==> config.mk <==
export PLATFORM = sky130hd
export DESIGN_NAME = serial_time_command_clock
export DESIGN_NICKNAME = d
export VERILOG_FILES = /design/src/rtl/stcc_pkg.sv /design/src/rtl/stcc_ram.sv /design/src/rtl/stcc_checker.sv /design/src/rtl/serial_time_command_clock.sv
export VERILOG_INCLUDE_DIRS = /design/src /design/src/rtl
export SDC_FILE = /design/constraint.sdc
export NUM_CORES = 1
export LEC_CHECK = 0
export CAP_MARGIN = 25
export CORE_MARGIN = 2
export CORE_UTILIZATION = 40
export DETAILED_ROUTE_END_ITERATION = 8
export DONT_BUFFER_PORTS = 1
export GPL_TIMING_DRIVEN = 0
export PLACE_DENSITY = 0.58
export SLEW_MARGIN = 10
export SYNTH_ARGS = -nofsm -noshare
export SYNTH_HDL_FRONTEND = slang
export SYNTH_SLANG_ARGS = --single-unit
export TNS_END_PERCENT = 20
==> constraint.sdc <==
create_clock -name aclk -period 5.05 [get_ports aclk]
set_clock_uncertainty 0.1 [all_clocks]
set_input_delay 0.7575 -clock aclk [delete_from_list [all_inputs] [get_ports aclk]]
set_output_delay 0.7575 -clock aclk [all_outputs]
set_load 0.02 [all_outputs]
==> src/rtl/serial_time_command_clock_assert.svh <==
// assertion macros shared by the serial time command clock rtl
`ifndef SERIAL_TIME_COMMAND_CLOCK_ASSERT_SVH
`define SERIAL_TIME_COMMAND_CLOCK_ASSERT_SVH

// same-cycle implication, checked out of reset
`define STCC_ASSERT_IMP(name, clk, rst_n, ante, cons, msg) \
    name: assert property (@(posedge clk) disable iff (!(rst_n)) (ante) |-> (cons)) \
        else $error(msg);

// next-cycle implication, checked out of reset
`define STCC_ASSERT_NXT(name, clk, rst_n, ante, cons, msg) \
    name: assert property (@(posedge clk) disable iff (!(rst_n)) (ante) |=> (cons)) \
        else $error(msg);

`endif

==> src/rtl/stcc_pkg.sv <==
package stcc_pkg;

    localparam int LINE_CAPACITY = 96;
    localparam int LEN_W         = $clog2(LINE_CAPACITY);
    localparam int CHAR_W        = 8;
    localparam int SECS_W        = 17;
    localparam int CNT_W         = 32;
    localparam int TPS_W         = 16;
    localparam int FLD_W         = 7;

    localparam logic [LEN_W-1:0]  LEN_LAST   = LEN_W'(LINE_CAPACITY - 1);
    localparam logic [SECS_W-1:0] SEC_LAST   = 17'd86399;
    localparam logic [SECS_W-1:0] SECS_HOUR  = 17'd3600;
    localparam logic [SECS_W-1:0] SECS_MIN   = 17'd60;
    localparam logic [FLD_W-1:0]  MAX_HOUR   = 7'd23;
    localparam logic [FLD_W-1:0]  MAX_MINSEC = 7'd59;
    localparam logic [TPS_W-1:0]  TPS_RESET  = 16'd1000;

    localparam logic OP_BYTE = 1'b0;
    localparam logic OP_TICK = 1'b1;

    localparam logic [CHAR_W-1:0] CHAR_NUL   = 8'h00;
    localparam logic [CHAR_W-1:0] CHAR_LF    = 8'h0A;
    localparam logic [CHAR_W-1:0] CHAR_CR    = 8'h0D;
    localparam logic [CHAR_W-1:0] CHAR_ZERO  = 8'h30;
    localparam logic [CHAR_W-1:0] CHAR_NINE  = 8'h39;
    localparam logic [CHAR_W-1:0] CHAR_COLON = 8'h3A;
    localparam logic [CHAR_W-1:0] CHAR_EQ    = 8'h3D;
    localparam logic [CHAR_W-1:0] CHAR_E     = 8'h45;
    localparam logic [CHAR_W-1:0] CHAR_I     = 8'h49;
    localparam logic [CHAR_W-1:0] CHAR_M     = 8'h4D;
    localparam logic [CHAR_W-1:0] CHAR_T     = 8'h54;
    localparam logic [CHAR_W-1:0] CHAR_LOW_A = 8'h61;
    localparam logic [CHAR_W-1:0] CHAR_LOW_Z = 8'h7A;
    localparam logic [CHAR_W-1:0] CASE_DIFF  = 8'h20;

    typedef enum logic [1:0] {
        EV_NONE     = 2'd0,
        EV_TIME_SET = 2'd1,
        EV_OTHER    = 2'd2,
        EV_OVERFLOW = 2'd3
    } stcc_event_t;

    typedef struct packed {
        logic start;
        logic ack;
    } stcc_chk_ctl_t;

    typedef struct packed {
        logic              done;
        logic              ok;
        logic [SECS_W-1:0] secs;
    } stcc_chk_res_t;

endpackage

==> src/rtl/stcc_ram.sv <==
module stcc_ram #(
    parameter int WIDTH = 8,
    parameter int DEPTH = 96
) (
    input  logic                     aclk,
    input  logic                     we,
    input  logic [$clog2(DEPTH)-1:0] waddr,
    input  logic [WIDTH-1:0]         wdata,
    input  logic [$clog2(DEPTH)-1:0] raddr,
    output logic [WIDTH-1:0]         rdata
);

    logic [WIDTH-1:0] mem [DEPTH];
    logic [WIDTH-1:0] rdata_reg;

    always_ff @(posedge aclk) begin
        if (we) begin
            mem[waddr] <= wdata;
        end
        rdata_reg <= mem[raddr];
    end

    assign rdata = rdata_reg;

endmodule

==> src/rtl/stcc_checker.sv <==
module stcc_checker (
    input  logic                                aclk,
    input  logic                                aresetn,
    input  stcc_pkg::stcc_chk_ctl_t             chk_ctl,
    input  logic [stcc_pkg::LEN_W-1:0]          line_len,
    input  logic [stcc_pkg::CHAR_W-1:0]         rd_data,
    output logic [stcc_pkg::LEN_W-1:0]          rd_addr,
    output stcc_pkg::stcc_chk_res_t             chk_res
);
    import stcc_pkg::*;

    typedef enum logic [3:0] {
        CS_IDLE  = 4'b0001,
        CS_PRE   = 4'b0010,
        CS_FIELD = 4'b0100,
        CS_DONE  = 4'b1000
    } chk_state_t;

    chk_state_t        state_reg, state_next;
    logic [3:0]        pos_reg, pos_next;
    logic [3:0]        fld_reg, fld_next;
    logic              ok_reg, ok_next;
    logic [3:0]        tens_reg, tens_next;
    logic [FLD_W-1:0]  hh_reg, hh_next;
    logic [FLD_W-1:0]  mm_reg, mm_next;
    logic [FLD_W-1:0]  ss_reg, ss_next;

    logic [CHAR_W-1:0] ch;
    logic [CHAR_W-1:0] ch_off;
    logic              is_dig;
    logic [3:0]        dig;
    logic [FLD_W-1:0]  pair_val;

    // character of the current position, zero past the line end
    assign ch       = (LEN_W'(pos_reg) < line_len) ? rd_data : CHAR_NUL;
    assign is_dig   = (ch >= CHAR_ZERO) && (ch <= CHAR_NINE);
    assign ch_off   = ch - CHAR_ZERO;
    assign dig      = ch_off[3:0];
    assign pair_val = FLD_W'(tens_reg) * 7'd10 + FLD_W'(dig);

    // one character a cycle: address for the next position goes out now
    assign rd_addr = (state_reg == CS_IDLE) ? '0 : LEN_W'(pos_reg + 4'd1);

    always_comb begin
        state_next = state_reg;
        pos_next   = pos_reg;
        fld_next   = fld_reg;
        ok_next    = ok_reg;
        tens_next  = tens_reg;
        hh_next    = hh_reg;
        mm_next    = mm_reg;
        ss_next    = ss_reg;
        case (state_reg)
            CS_IDLE: begin
                if (chk_ctl.start) begin
                    state_next = CS_PRE;
                    pos_next   = 4'd0;
                    fld_next   = 4'd0;
                    ok_next    = 1'b0;
                end
            end
            CS_PRE: begin
                pos_next = pos_reg + 4'd1;
                case (pos_reg)
                    4'd0: begin
                        if (ch != CHAR_T) begin
                            state_next = CS_DONE;
                        end
                    end
                    4'd1: begin
                        if (ch == CHAR_EQ) begin
                            state_next = CS_FIELD;
                        end else if (ch != CHAR_I) begin
                            state_next = CS_DONE;
                        end
                    end
                    4'd2: begin
                        if (ch != CHAR_M) begin
                            state_next = CS_DONE;
                        end
                    end
                    4'd3: begin
                        if (ch != CHAR_E) begin
                            state_next = CS_DONE;
                        end
                    end
                    4'd4: begin
                        state_next = (ch == CHAR_EQ) ? CS_FIELD : CS_DONE;
                    end
                    default: begin
                        state_next = CS_DONE;
                    end
                endcase
            end
            CS_FIELD: begin
                pos_next = pos_reg + 4'd1;
                fld_next = fld_reg + 4'd1;
                case (fld_reg)
                    4'd0, 4'd3, 4'd6: begin
                        tens_next = dig;
                        if (!is_dig) begin
                            state_next = CS_DONE;
                        end
                    end
                    4'd1: begin
                        hh_next = pair_val;
                        if (!is_dig) begin
                            state_next = CS_DONE;
                        end
                    end
                    4'd4: begin
                        mm_next = pair_val;
                        if (!is_dig) begin
                            state_next = CS_DONE;
                        end
                    end
                    4'd7: begin
                        ss_next = pair_val;
                        if (!is_dig) begin
                            state_next = CS_DONE;
                        end
                    end
                    4'd2, 4'd5: begin
                        if (ch != CHAR_COLON) begin
                            state_next = CS_DONE;
                        end
                    end
                    4'd8: begin
                        state_next = CS_DONE;
                        ok_next    = (ch == CHAR_NUL);
                    end
                    default: begin
                        state_next = CS_DONE;
                    end
                endcase
            end
            CS_DONE: begin
                if (chk_ctl.ack) begin
                    state_next = CS_IDLE;
                end
            end
            default: begin
                state_next = CS_IDLE;
            end
        endcase
    end

    always_ff @(posedge aclk) begin
        if (!aresetn) begin
            state_reg <= CS_IDLE;
        end else begin
            state_reg <= state_next;
        end
        pos_reg  <= pos_next;
        fld_reg  <= fld_next;
        ok_reg   <= ok_next;
        tens_reg <= tens_next;
        hh_reg   <= hh_next;
        mm_reg   <= mm_next;
        ss_reg   <= ss_next;
    end

    assign chk_res.done = (state_reg == CS_DONE);
    assign chk_res.ok   = ok_reg && (hh_reg <= MAX_HOUR) && (mm_reg <= MAX_MINSEC)
                          && (ss_reg <= MAX_MINSEC);
    assign chk_res.secs = SECS_W'(hh_reg) * SECS_HOUR + SECS_W'(mm_reg) * SECS_MIN
                          + SECS_W'(ss_reg);

endmodule

==> src/rtl/serial_time_command_clock.sv <==
// channel   | handshake              | payload
// ----------+------------------------+---------------------------------------------------
// input     | s_valid / s_ready      | s_opcode, s_rx_byte
// result    | m_valid / m_ready      | m_event_res, m_seconds_of_day, m_clock_valid,
//           |                        | m_lines_received, m_times_set, m_overflows
// config    | cfg_we (no wait)       | cfg_wdata = ticks per second
//
// a tick or a plain byte has its result registered at the accepting edge
// a line end on a non-empty line walks the line store one character a cycle through the
// single ram read port, up to 14 reads, and its result is registered once the checker
// reports that it is done
// one item at a time: s_ready is low while a line is being checked or a result waits
// reset is synchronous, active low; the line store needs no clearing pass
// a stalled result holds m_valid and all fields until m_ready
module serial_time_command_clock (
    input  logic                          aclk,
    input  logic                          aresetn,
    input  logic                          s_valid,
    output logic                          s_ready,
    input  logic                          s_opcode,
    input  logic [stcc_pkg::CHAR_W-1:0]   s_rx_byte,
    output logic                          m_valid,
    input  logic                          m_ready,
    output logic [1:0]                    m_event_res,
    output logic [stcc_pkg::SECS_W-1:0]   m_seconds_of_day,
    output logic                          m_clock_valid,
    output logic [stcc_pkg::CNT_W-1:0]    m_lines_received,
    output logic [stcc_pkg::CNT_W-1:0]    m_times_set,
    output logic [stcc_pkg::CNT_W-1:0]    m_overflows,
    input  logic                          cfg_we,
    input  logic [stcc_pkg::TPS_W-1:0]    cfg_wdata
);
    import stcc_pkg::*;

`include "serial_time_command_clock_assert.svh"

    typedef enum logic [1:0] {
        ST_IDLE  = 2'b01,
        ST_CHECK = 2'b10
    } top_state_t;

    top_state_t        state_reg, state_next;
    logic              m_valid_reg, m_valid_next;
    stcc_event_t       event_reg, event_next;
    logic [LEN_W-1:0]  len_reg, len_next;
    logic [SECS_W-1:0] secs_reg, secs_next;
    logic              set_reg, set_next;
    logic [TPS_W-1:0]  sub_reg, sub_next;
    logic [CNT_W-1:0]  lines_reg, lines_next;
    logic [CNT_W-1:0]  times_reg, times_next;
    logic [CNT_W-1:0]  ovf_reg, ovf_next;
    logic [TPS_W-1:0]  tps_reg;

    logic              out_free;
    logic              accept;
    logic [CHAR_W-1:0] ch_up;
    logic              is_eol;
    logic [TPS_W-1:0]  tick_limit;
    logic [TPS_W:0]    sub_inc;

    // line store port signals
    logic              wr_en;
    logic [LEN_W-1:0]  rd_addr;
    logic [CHAR_W-1:0] rd_data;

    stcc_chk_ctl_t     chk_ctl;
    stcc_chk_res_t     chk_res;

    // the result register frees as soon as the waiting item is taken
    assign out_free = !m_valid_reg || m_ready;
    assign s_ready  = (state_reg == ST_IDLE) && out_free;
    assign accept   = s_valid && s_ready;

    // upper-case fold before storing or testing for a line end
    assign ch_up  = ((s_rx_byte >= CHAR_LOW_A) && (s_rx_byte <= CHAR_LOW_Z))
                    ? (s_rx_byte - CASE_DIFF) : s_rx_byte;
    assign is_eol = (ch_up == CHAR_CR) || (ch_up == CHAR_LF);

    // a zero setting counts as one tick a second
    assign tick_limit = (tps_reg == '0) ? TPS_W'(1) : tps_reg;
    assign sub_inc    = {1'b0, sub_reg} + (TPS_W + 1)'(1);

    // bytes are written only in idle, reads only while checking: no overlap on the store
    assign wr_en = accept && (s_opcode == OP_BYTE) && !is_eol && (len_reg < LEN_LAST);

    always_comb begin
        state_next   = state_reg;
        m_valid_next = m_valid_reg && !m_ready;
        event_next   = event_reg;
        len_next     = len_reg;
        secs_next    = secs_reg;
        set_next     = set_reg;
        sub_next     = sub_reg;
        lines_next   = lines_reg;
        times_next   = times_reg;
        ovf_next     = ovf_reg;
        chk_ctl      = '0;
        case (state_reg)
            ST_IDLE: begin
                if (accept) begin
                    m_valid_next = 1'b1;
                    event_next   = EV_NONE;
                    if (s_opcode == OP_TICK) begin
                        // clock runs only once it has been set
                        if (set_reg) begin
                            if (sub_inc >= {1'b0, tick_limit}) begin
                                sub_next  = '0;
                                secs_next = (secs_reg == SEC_LAST) ? '0
                                            : secs_reg + SECS_W'(1);
                            end else begin
                                sub_next = sub_inc[TPS_W-1:0];
                            end
                        end
                    end else if (is_eol) begin
                        if (len_reg != '0) begin
                            // hand the line to the checker, result comes later
                            m_valid_next  = 1'b0;
                            chk_ctl.start = 1'b1;
                            state_next    = ST_CHECK;
                        end
                    end else if (len_reg < LEN_LAST) begin
                        len_next = len_reg + LEN_W'(1);
                    end else begin
                        // line full: drop it and count
                        len_next   = '0;
                        ovf_next   = ovf_reg + CNT_W'(1);
                        event_next = EV_OVERFLOW;
                    end
                end
            end
            ST_CHECK: begin
                if (chk_res.done && out_free) begin
                    chk_ctl.ack  = 1'b1;
                    m_valid_next = 1'b1;
                    len_next     = '0;
                    lines_next   = lines_reg + CNT_W'(1);
                    state_next   = ST_IDLE;
                    if (chk_res.ok) begin
                        secs_next  = chk_res.secs;
                        set_next   = 1'b1;
                        sub_next   = '0;
                        times_next = times_reg + CNT_W'(1);
                        event_next = EV_TIME_SET;
                    end else begin
                        event_next = EV_OTHER;
                    end
                end
            end
            default: begin
                state_next = ST_IDLE;
            end
        endcase
    end

    always_ff @(posedge aclk) begin
        if (!aresetn) begin
            state_reg   <= ST_IDLE;
            m_valid_reg <= 1'b0;
            len_reg     <= '0;
            secs_reg    <= '0;
            set_reg     <= 1'b0;
            sub_reg     <= '0;
            lines_reg   <= '0;
            times_reg   <= '0;
            ovf_reg     <= '0;
            tps_reg     <= TPS_RESET;
        end else begin
            state_reg   <= state_next;
            m_valid_reg <= m_valid_next;
            len_reg     <= len_next;
            secs_reg    <= secs_next;
            set_reg     <= set_next;
            sub_reg     <= sub_next;
            lines_reg   <= lines_next;
            times_reg   <= times_next;
            ovf_reg     <= ovf_next;
            if (cfg_we) begin
                tps_reg <= cfg_wdata;
            end
        end
        event_reg <= event_next;
    end

    stcc_ram #(
        .WIDTH (CHAR_W),
        .DEPTH (LINE_CAPACITY)
    ) u_line_store (
        .aclk  (aclk),
        .we    (wr_en),
        .waddr (len_reg),
        .wdata (ch_up),
        .raddr (rd_addr),
        .rdata (rd_data)
    );

    stcc_checker u_checker (
        .aclk     (aclk),
        .aresetn  (aresetn),
        .chk_ctl  (chk_ctl),
        .line_len (len_reg),
        .rd_data  (rd_data),
        .rd_addr  (rd_addr),
        .chk_res  (chk_res)
    );

    // state changes only when a result is loaded, so the fields come straight from it
    assign m_valid          = m_valid_reg;
    assign m_event_res      = event_reg;
    assign m_seconds_of_day = secs_reg;
    assign m_clock_valid    = set_reg;
    assign m_lines_received = lines_reg;
    assign m_times_set      = times_reg;
    assign m_overflows      = ovf_reg;

    `STCC_ASSERT_IMP(a_secs_in_day, aclk, aresetn, 1'b1, secs_reg <= SEC_LAST, "bad seconds")
    `STCC_ASSERT_IMP(a_len_bound, aclk, aresetn, 1'b1, len_reg <= LEN_LAST, "line too long")
    `STCC_ASSERT_IMP(a_sub_idle, aclk, aresetn, !set_reg, sub_reg == '0, "early tick")
    `STCC_ASSERT_NXT(a_start_check, aclk, aresetn, chk_ctl.start, state_reg == ST_CHECK, "no check")
    `STCC_ASSERT_IMP(a_done_in_check, aclk, aresetn, chk_res.done, state_reg == ST_CHECK, "stray")

endmodule

* Word level (Yosys, flattened, before mapping) *
Memories as Yosys holds them, arrays and structs flattened. A register that Yosys moved wholly into a read port is not among the register bits.
Cells that the tools add are included.

word-level totals
  bits in writable memories = 768
  bits of input ports = 30
  memories = 1
  register bits after elaboration = 196
  output and inout bits = 118
  word-level logic and storage cells = 213

cells by class
  reduce and logical (&&, ||, !) cells = 45
  multipliers = 3
  add/sub/neg operators = 14
  multiplexer cells = 72
  equal/unequal tests = 46
  $lt $le $gt $ge = 10
  bitwise operators = 3

memories
  memory            words  bits a word  read ports  clocked after memory_dff  wr ports  line            RTL
  u_line_store.mem  96     8            1           1                         1         stcc_ram.sv:13  logic [WIDTH-1:0] mem [DEPTH];

operators with widths
  kind                                                                   number
  17-bit 2-to-1 mux                                                      7
  16-bit 2-to-1 mux                                                      7
  32-bit by 1-bit adder with 32-bit output, second input constant        3
  4-bit 2-to-1 mux                                                       11
  7-bit 2-to-1 mux                                                       6
  17-bit one-hot mux with 2 select lines                                 1
  8-bit by 7-bit != test with 1-bit output, second input constant        4
  16-bit one-hot mux with 2 select lines                                 1
  4-bit by 3-bit equality test with 1-bit output, second input constant  6
  4-bit one-hot mux with 2 select lines                                  3
  2-bit 2-to-1 mux                                                       11
  2-bit != test, second input constant                                   11
  4-bit by 2-bit equality test with 1-bit output, second input constant  5
  4-bit one-hot mux with 5 select lines                                  1
  16-bit by 1-bit adder with 17-bit output, second input constant        1
  17-bit by 1-bit adder with 17-bit output, second input constant        1
  17-bit by 13-bit adder with 17-bit output                              1
  17-bit by 7-bit adder with 17-bit output                               1
  17-bit equality test, second input constant                            1
  17-bit by 16-bit >= comparator with 1-bit output                       1
  8-bit by 4-bit equality test with 1-bit output, second input constant  2
  16-bit zero test                                                       1
  1-bit 2-to-1 mux                                                       16
  8-bit 2-to-1 mux                                                       2
  48 further kinds                                                       89

* Longest topological paths before layout *
Gate-level depths: netlist (run 1).

  depth after elaboration = 11
  gate-level depth with buffers = 20
  gate-level depth less buffers = 20

* Modules after synthesis *
A second synthesis (run 1) with hierarchy kept.

second synthesis, totals
  cell total of the unflattened synthesis = 2898
  area, all modules = 42752.3 um^2

modules (own cells, without submodules)
  module                     sequential area each (um^2)  instances  area each (um^2)  cells each
  stcc_ram                   23222.3                      1          30067.6           1437
  serial_time_command_clock  3183.1                       1          8508.2            1042
  stcc_checker               1101.1                       1          4176.5            419

* Worst setup path after synthesis (run 1) *
OpenSTA, ideal clock, no wires.

  path type = reg-to-reg
  start point = reg u_checker.mm_reg[0]
  end point = reg secs_reg[16] (netlist: m_seconds_of_day[16])
  cell stages (with the launch flop) = 21
  buffers on the path = 0
  library setup time = 0.074 ns
  required time = 4.876 ns
  data arrival time = 4.706 ns
  clock period less this slack = 4.880 ns
  slack = 0.170 ns
  path through = edfxtp_1 > fa_1 > inv_1 > fa_1 > inv_1 > ha_1 > a21o_1 > a21oi_1 > o21bai_1 > a21oi_1 > xnor2_1 > ha_1 > ha_1 > a2111oi_0 > o21ai_0 > nand2_1 > o21ai_0 > o311ai_0 > xnor2_1 > a211o_1 > o21ai_0

on the way
  longest elaborated chain between the ends = 6
  elaborated cells on any way between the ends = 11
  classes of those cells = add/sub: 2; mul: 1; order compare: 1; eq/ne: 1; mux: 3; reduce/logical: 3

RTL lines
  what                                          line                              RTL
  start, declared                               stcc_checker.sv:25                logic [FLD_W-1:0] mm_reg, mm_next;
  start signal, assigned                        stcc_checker.sv:159               mm_reg <= mm_next;
  7-bit by 4-bit multiplier with 11-bit output  stcc_checker.sv:166               assign chk_res.secs = SECS_W'(hh_reg) * SECS_HOUR + SECS_W'(mm_reg) * SECS_MIN
  17-bit by 13-bit adder with 17-bit output     stcc_checker.sv:166
  17-bit by 7-bit adder with 17-bit output      stcc_checker.sv:167               + SECS_W'(ss_reg);
  17-bit 2-to-1 mux                             serial_time_command_clock.sv:138  if (chk_res.ok) begin
  17-bit 2-to-1 mux                             serial_time_command_clock.sv:132  if (chk_res.done && out_free) begin
  17-bit one-hot mux with 2 select lines        serial_time_command_clock.sv:98   case (state_reg)
  end signal, assigned                          serial_time_command_clock.sv:171  secs_reg <= secs_next;
  end, declared                                 serial_time_command_clock.sv:46   logic [SECS_W-1:0] secs_reg, secs_next;

Several ways; a longest one is shown, not always the timed one. The select of a mux whose other input is x is not followed.
A chain may end at the register's enable or synchronous reset.

* Worst setup path after layout (run 1) *
  start point = reg u_checker.mm_reg[1]
  end point = reg secs_reg[16] (netlist: m_seconds_of_day[16])

Same word-level chain as after synthesis.

==> impl_metrics.json, run 1 <==
{
  "path_depth": 21,
  "n_antenna_cell": 0,
  "drv_cap": 0,
  "wl_per_cell_um": 20.1,
  "clock_latency_ps": 620,
  "ios": 148,
  "vias_per_cell": 5.56,
  "hp-class": "in -> reg",
  "place_area_sq_um": 23800,
  "crit_fanout": 4,
  "cp_top_family": "adder cells",
  "synth.distinct_cells": 85,
  "htreeDepth": 2,
  "outcome": "complete, no violations",
  "die_y_um": 243,
  "drt_pre_antenna_iters": 6,
  "final_common_cell": "edfxtp_1",
  "synth.avg_cell_area_sq_um": 10.4,
  "place_congestion": 0.882,
  "slowest_stage": "fa_1",
  "synth-edff-count": 292,
  "period_needed_ps": 4930,
  "tightest_slew_ps": 978,
  "max_freq_ghz": 0.203,
  "detailed_place_hpwl_um": 44000,
  "grt-ovfl-total": 0,
  "largest_reg_flops": 256,
  "synth-seq-area-share_pct": 53.3,
  "worstSetupPathType": "reg -> reg",
  "utilization_pct": 45.8,
  "grt_use_total_pct": 20.4,
  "yosysWarnings": 0,
  "crit_path_end_kind": "register",
  "largest_register": "u_line_store.mem",
  "cp.buffers_inverters": 3,
  "ir_drop_uv": 357,
  "num_vias": 16946,
  "place_inst": 2943,
  "ys.flop_type": "edfxtp_1",
  "crit_chain": "fa_1, inv_1, fa_1, inv_1, ha_1, a21o_1, a21oi_2, o21bai_1, a21oi_2, buf_4, o21ai_0, xor2_1, ha_1, ha_1, and2_1, o21ai_2, o21ai_4, o311ai_4, xnor2_2, a211o_1, o21ai_0",
  "grt_pass1_wl_um": 94600,
  "drcViolationCount": 0,
  "crit_path_start_kind": "register",
  "power.leakage_nw": 9.06,
  "startpoint": "u_checker.mm_reg[1]",
  "pre_cts_ws_ps": -460,
  "max_stage_delay_ps": 590,
  "syn_area_sq_um": 22800,
  "port_buffers": 0,
  "syn_inst": 2184,
  "rrSetupSlack_ps": 120,
  "wl_um": 61200,
  "area_growth_pct": 13.4,
  "slew_viol_final": 0,
  "rsz0062_at_grt": "yes",
  "drive_gt1_share_pct": 7.07,
  "fin_cells": 3048,
  "reg2reg_depth": 21,
  "finalSetupTns_ps": 0,
  "die_x_um": 243,
  "grt_max_degree": 37,
  "path_common_cell": "ha_1",
  "num_rows": 87,
  "dieArea_sq_um": 58800,
  "start_util_pct": 40.4,
  "cp-endpoint": "m_seconds_of_day[16]",
  "r2r-end": "m_seconds_of_day[16]",
  "maxSlewHeadroom_pct": 34.5,
  "critPathArrivalTime_ps": 5360,
  "finalSetupViolations": 0,
  "crit_required_ps": 5480,
  "dr.first_iter.drc_count": 1110,
  "final_cell_mix": "edfxtp_1, nand2_1, nor2_1",
  "timing.hold.ws_ps": 138,
  "clk_pin_slew_ps": 60,
  "cts.sinks": 460,
  "total_power_mw": 9.59,
  "hold_violations": 0,
  "cts_root_buffer": "clkbuf_16",
  "r2r_start": "u_checker.mm_reg[1]",
  "ys_ff_latch": 460,
  "clock_path_buffers": 3,
  "powerDensity_nw_per_um2": 372,
  "ys_async_sr_fraction_pct": 0,
  "coreArea_sq_um": 56300,
  "cts_buffers": 52,
  "setup_ws_ps": 116,
  "fin_area_sq_um": 25800,
  "fin_crit_sh_pct": 97.7,
  "antenna_found_initial": 0,
  "grt_pass1_vias": 16507,
  "tritoncts": "yes",
  "syn_nets": 2345,
  "final_nets": 2409,
  "drtAntennaViolNets": 0
}
report_power, final:
group / switching (mW) / internal (mW)
combinational: 1.04 / 0.462
clock: 1.63 / 2.32
sequential: 0.0737 / 4.07
cell families (layout without fill, tap and decap cells):
| family | Yosys count | in the layout | share of synthesized area (%) |
|---|---|---|---|
| AND/OR/NAND/NOR | 845 | 845 | 18.2 |
| buffers and inverters | 203 | 311 | 3.46 |
| XOR/XNOR | 113 | 113 | 4.35 |
| adder cells (fa/ha/maj) | 131 | 131 | 7.93 |
| multiplexers | 17 | 17 | 0.753 |
| flip-flops | 460 | 460 | 53.3 |
| AO/OA/AOI/OAI | 415 | 415 | 12.0 |
layer usage:
metal	up-vias	share of wire (%)	GRT usage, %
met5	-	0	0
li1	8090	-	-
met4	0	2.7	6.25
met1	8294	42	25.9
met2	461	48	34.9
met3	101	6.5	4.42
how the worst min path moves through the flow:
| stage | cells after the start | end | startpoint |
|---|---|---|---|
| 6_report | 0 | u_line_store.mem[22][0] | s_rx_byte[0] |
| 5_1_grt | 0 | u_line_store.mem[18][0] | s_rx_byte[0] |
| 4_1_cts | 0 | u_line_store.mem[22][1] | s_rx_byte[1] |
| 3_5_place_dp | 2 | sub_reg[15] | sub_reg[15] |
| 3_3_place_gp | 2 | sub_reg[15] | sub_reg[15] |
| 2_1_floorplan | 2 | sub_reg[15] | sub_reg[15] |
synth_stat cells (5+ instances only):
cell type  number  share of area, %
nor4_1          8              0.22
nand3_1       128               2.8
o221ai_1       10              0.38
nand2_1       252               4.2
a22o_1          6              0.23
o22ai_1        14              0.38
o21bai_1        7              0.23
and2_1         15              0.41
mux2i_1        16              0.70
a21oi_1       111               2.4
nor2b_1         6              0.16
o21ai_0        71               1.6
nand4_1        29              0.80
or3_1          90               2.5
edfxtp_1      292                39
a31oi_1        39               1.1
dfxtp_1       168                15
a21o_1          9              0.30
a311oi_1        9              0.35
buf_2           5              0.11
nand2b_1       15              0.41
nor2_1        193               3.2
ha_1          109               6.0
or2_2           8              0.22
o211ai_1       74               2.4
xor2_1         70               2.7
xnor2_1        43               1.7
o32ai_1         5              0.19
o31ai_1         6              0.20
nor3_1         29              0.64
or4_1           6              0.20
a211oi_1       12              0.40
clkbuf_1       80               1.3
and3_1         27              0.74
buf_1           9              0.15
inv_1         104               1.7
nand3b_1        7              0.23
fa_1           22               1.9
o21a_1          5              0.16
worst register-to-register path, cell delays in order, from the launching register on:
cell	delay [ps]
edfxtp_1	450
fa_1	590
inv_1	60
fa_1	470
inv_1	60
ha_1	280
a21o_1	170
a21oi_2	140
o21bai_1	90
a21oi_2	170
buf_4	120
o21ai_0	90
xor2_1	170
ha_1	310
ha_1	350
and2_1	190
o21ai_2	170
o21ai_4	100
o311ai_4	270
xnor2_2	130
a211o_1	310
o21ai_0	60
what timing repair did:
item                                    4_1_cts  5_1_grt
buffers inserted                              3        4
hold buffers                                  0        0
gates cloned                                  0        0
pin swaps                                     3       11
endpoints found under the setup margin        3        5
gates resized for setup                      11       23
area by class of cell:
cell class / count / area, sq um
fillers: 5305 / 30500
flip-flops and latches: 460 / 12100
multi-input cells: 1521 / 10000
clock buffers: 61 / 1360
well taps: 756 / 946
clock inverters: 37 / 448
inverters: 105 / 397
plain buffers: 98 / 394
repair buffers: 10 / 120
Power figures use the tool's default switching activity.
==> run 2, diff against run 1 <==
--- a/config.mk
+++ b/config.mk
@@ -8,11 +8,11 @@
 export LEC_CHECK = 0
 export CAP_MARGIN = 25
 export CORE_MARGIN = 2
-export CORE_UTILIZATION = 40
+export CORE_UTILIZATION = 58
 export DETAILED_ROUTE_END_ITERATION = 8
 export DONT_BUFFER_PORTS = 1
 export GPL_TIMING_DRIVEN = 0
-export PLACE_DENSITY = 0.58
+export PLACE_DENSITY = 0.78
 export SLEW_MARGIN = 10
 export SYNTH_ARGS = -nofsm -noshare
 export SYNTH_HDL_FRONTEND = slang
==> impl_metrics.json, run 2 (synthesized netlist as in run 1, its figures left out) <==
{
  "outcome": "complete, no violations",
  "area_growth_pct": 11.2,
  "largest_reg_flops": 256,
  "fin_crit_sh_pct": 97.6,
  "clock_latency_ps": 570,
  "utilization_pct": 65.5,
  "total_power_mw": 9.26,
  "crit_path_end_kind": "register",
  "finalSetupTns_ps": 0,
  "vias_per_cell": 6.27,
  "grt_use_total_pct": 28.9,
  "tightest_slew_ps": 1020,
  "maxSlewHeadroom_pct": 31.5,
  "die_y_um": 202,
  "slew_viol_final": 0,
  "worstSetupPathType": "reg -> reg",
  "top_layer_used": "met4",
  "tritoncts": "yes",
  "period_needed_ps": 4930,
  "final_common_cell": "edfxtp_1",
  "met3RoutedLength_um": 5060,
  "ir_drop_uv": 370,
  "crit_required_ps": 5440,
  "crit_path_start_kind": "register",
  "port_buffers": 0,
  "power.leakage_nw": 8.98,
  "htreeDepth": 2,
  "fin_area_sq_um": 25300,
  "clock_path_buffers": 3,
  "num_rows": 72,
  "num_vias": 17568,
  "n_antenna_cell": 0,
  "coreArea_sq_um": 38600,
  "crit_fanout": 4,
  "largest_register": "u_line_store.mem",
  "wl_um": 59800,
  "grt_max_degree": 37,
  "grt_pass1_wl_um": 92500,
  "detailed_place_hpwl_um": 42200,
  "final_cell_mix": "edfxtp_1, nand2_1, nor2_1",
  "final_nets": 2405,
  "rsz0062_at_grt": "yes",
  "max_freq_ghz": 0.203,
  "cts_buffers": 47,
  "critPathArrivalTime_ps": 5320,
  "drtAntennaViolNets": 0,
  "start_util_pct": 58.9,
  "antenna_found_initial": 0,
  "ios": 148,
  "drv_cap": 0,
  "drt_pre_antenna_iters": 7,
  "place_area_sq_um": 23500,
  "wl_met1_um": 23600,
  "drcViolationCount": 0,
  "cts_root_buffer": "clkbuf_16",
  "hp-class": "in -> reg",
  "powerDensity_nw_per_um2": 366,
  "die_x_um": 202,
  "dr.first_iter.drc_count": 1695,
  "fin_cells": 2800,
  "wl_per_cell_um": 21.3,
  "place_inst": 2704,
  "grt_pass1_vias": 16970,
  "grt-ovfl-total": 0,
  "finalSetupViolations": 0,
  "cts.sinks": 460,
  "drive_gt1_share_pct": 6.75,
  "place_congestion": 0.971,
  "dieArea_sq_um": 40800,
  "clk_pin_slew_ps": 60,
  "dr_wl_met2_um": 29100,
  "hold_violations": 0
}
==> run 2: timing repair <==
| action | 4_1_cts | 5_1_grt |
|---|---|---|
| setup buffers | 3 | 5 |
| pin swaps | 4 | 15 |
| resized for setup | 12 | 20 |
| endpoints found under the setup margin | 4 | 5 |
| hold buffers | 0 | 0 |
==> run 2: worst paths after layout <==
check	start	end	slack (ps)	depth (start not counted)
setup / recovery	u_checker.mm_reg[0]	m_seconds_of_day[12]	120	20
hold / removal	s_rx_byte[0]	u_line_store.mem[15][0]	190	0
setup reg to reg	u_checker.mm_reg[0]	m_seconds_of_day[12]	120	20
hold reg to reg	sub_reg[15]	sub_reg[15]	380	2
==> run 2: power by group <==
group	total [mW]	switching (mW)	internal, mW
sequential	4.15	0.0793	4.07
clock	3.64	1.47	2.17
combinational	1.47	1.01	0.461
total	9.26	2.56	6.70
==> run 2: final cells by class <==
class	count	area (sq um)
fillers	2910	13300
flip-flops and latches	460	12100
multi-input cells	1521	10000
clock buffers	62	1340
well taps	518	648
inverters	105	398
plain buffers	98	394
clock inverters	25	285
repair buffers	11	120
==> run 2: through the flow <==
| step | hold WS [ps] | worst slack, ps |
|---|---|---|
| 3_5_place_dp | 375 | -388 |
| 6_report | 185 | 122 |
| 3_3_place_gp | 368 | -314 |
| 2_1_floorplan | 353 | 170 |
| 4_1_cts | 158 | 8.85 |
| 5_1_grt | 162 | -65.8 |
==> run 2: worst max-delay path, cell delays in order, from the launching register on <==
cell	delay [ps]
edfxtp_1	440
fa_1	550
inv_1	60
fa_1	480
inv_1	70
ha_1	280
a21o_1	170
a21oi_2	160
o21bai_1	100
a21oi_2	210
xnor2_2	170
ha_4	250
ha_4	260
a2111oi_2	350
a21oi_1	110
a31o_2	260
a21oi_1	160
xor2_1	110
o32a_1	170
or2_2	270
a21oi_1	120
==> run 2: routing by layer <==
layer,vias to the layer above,GRT usage (%)
met5,-,0
met4,0,11.1
met3,131,5.71
met2,816,48.8
met1,8535,36.7
li1,8086,-
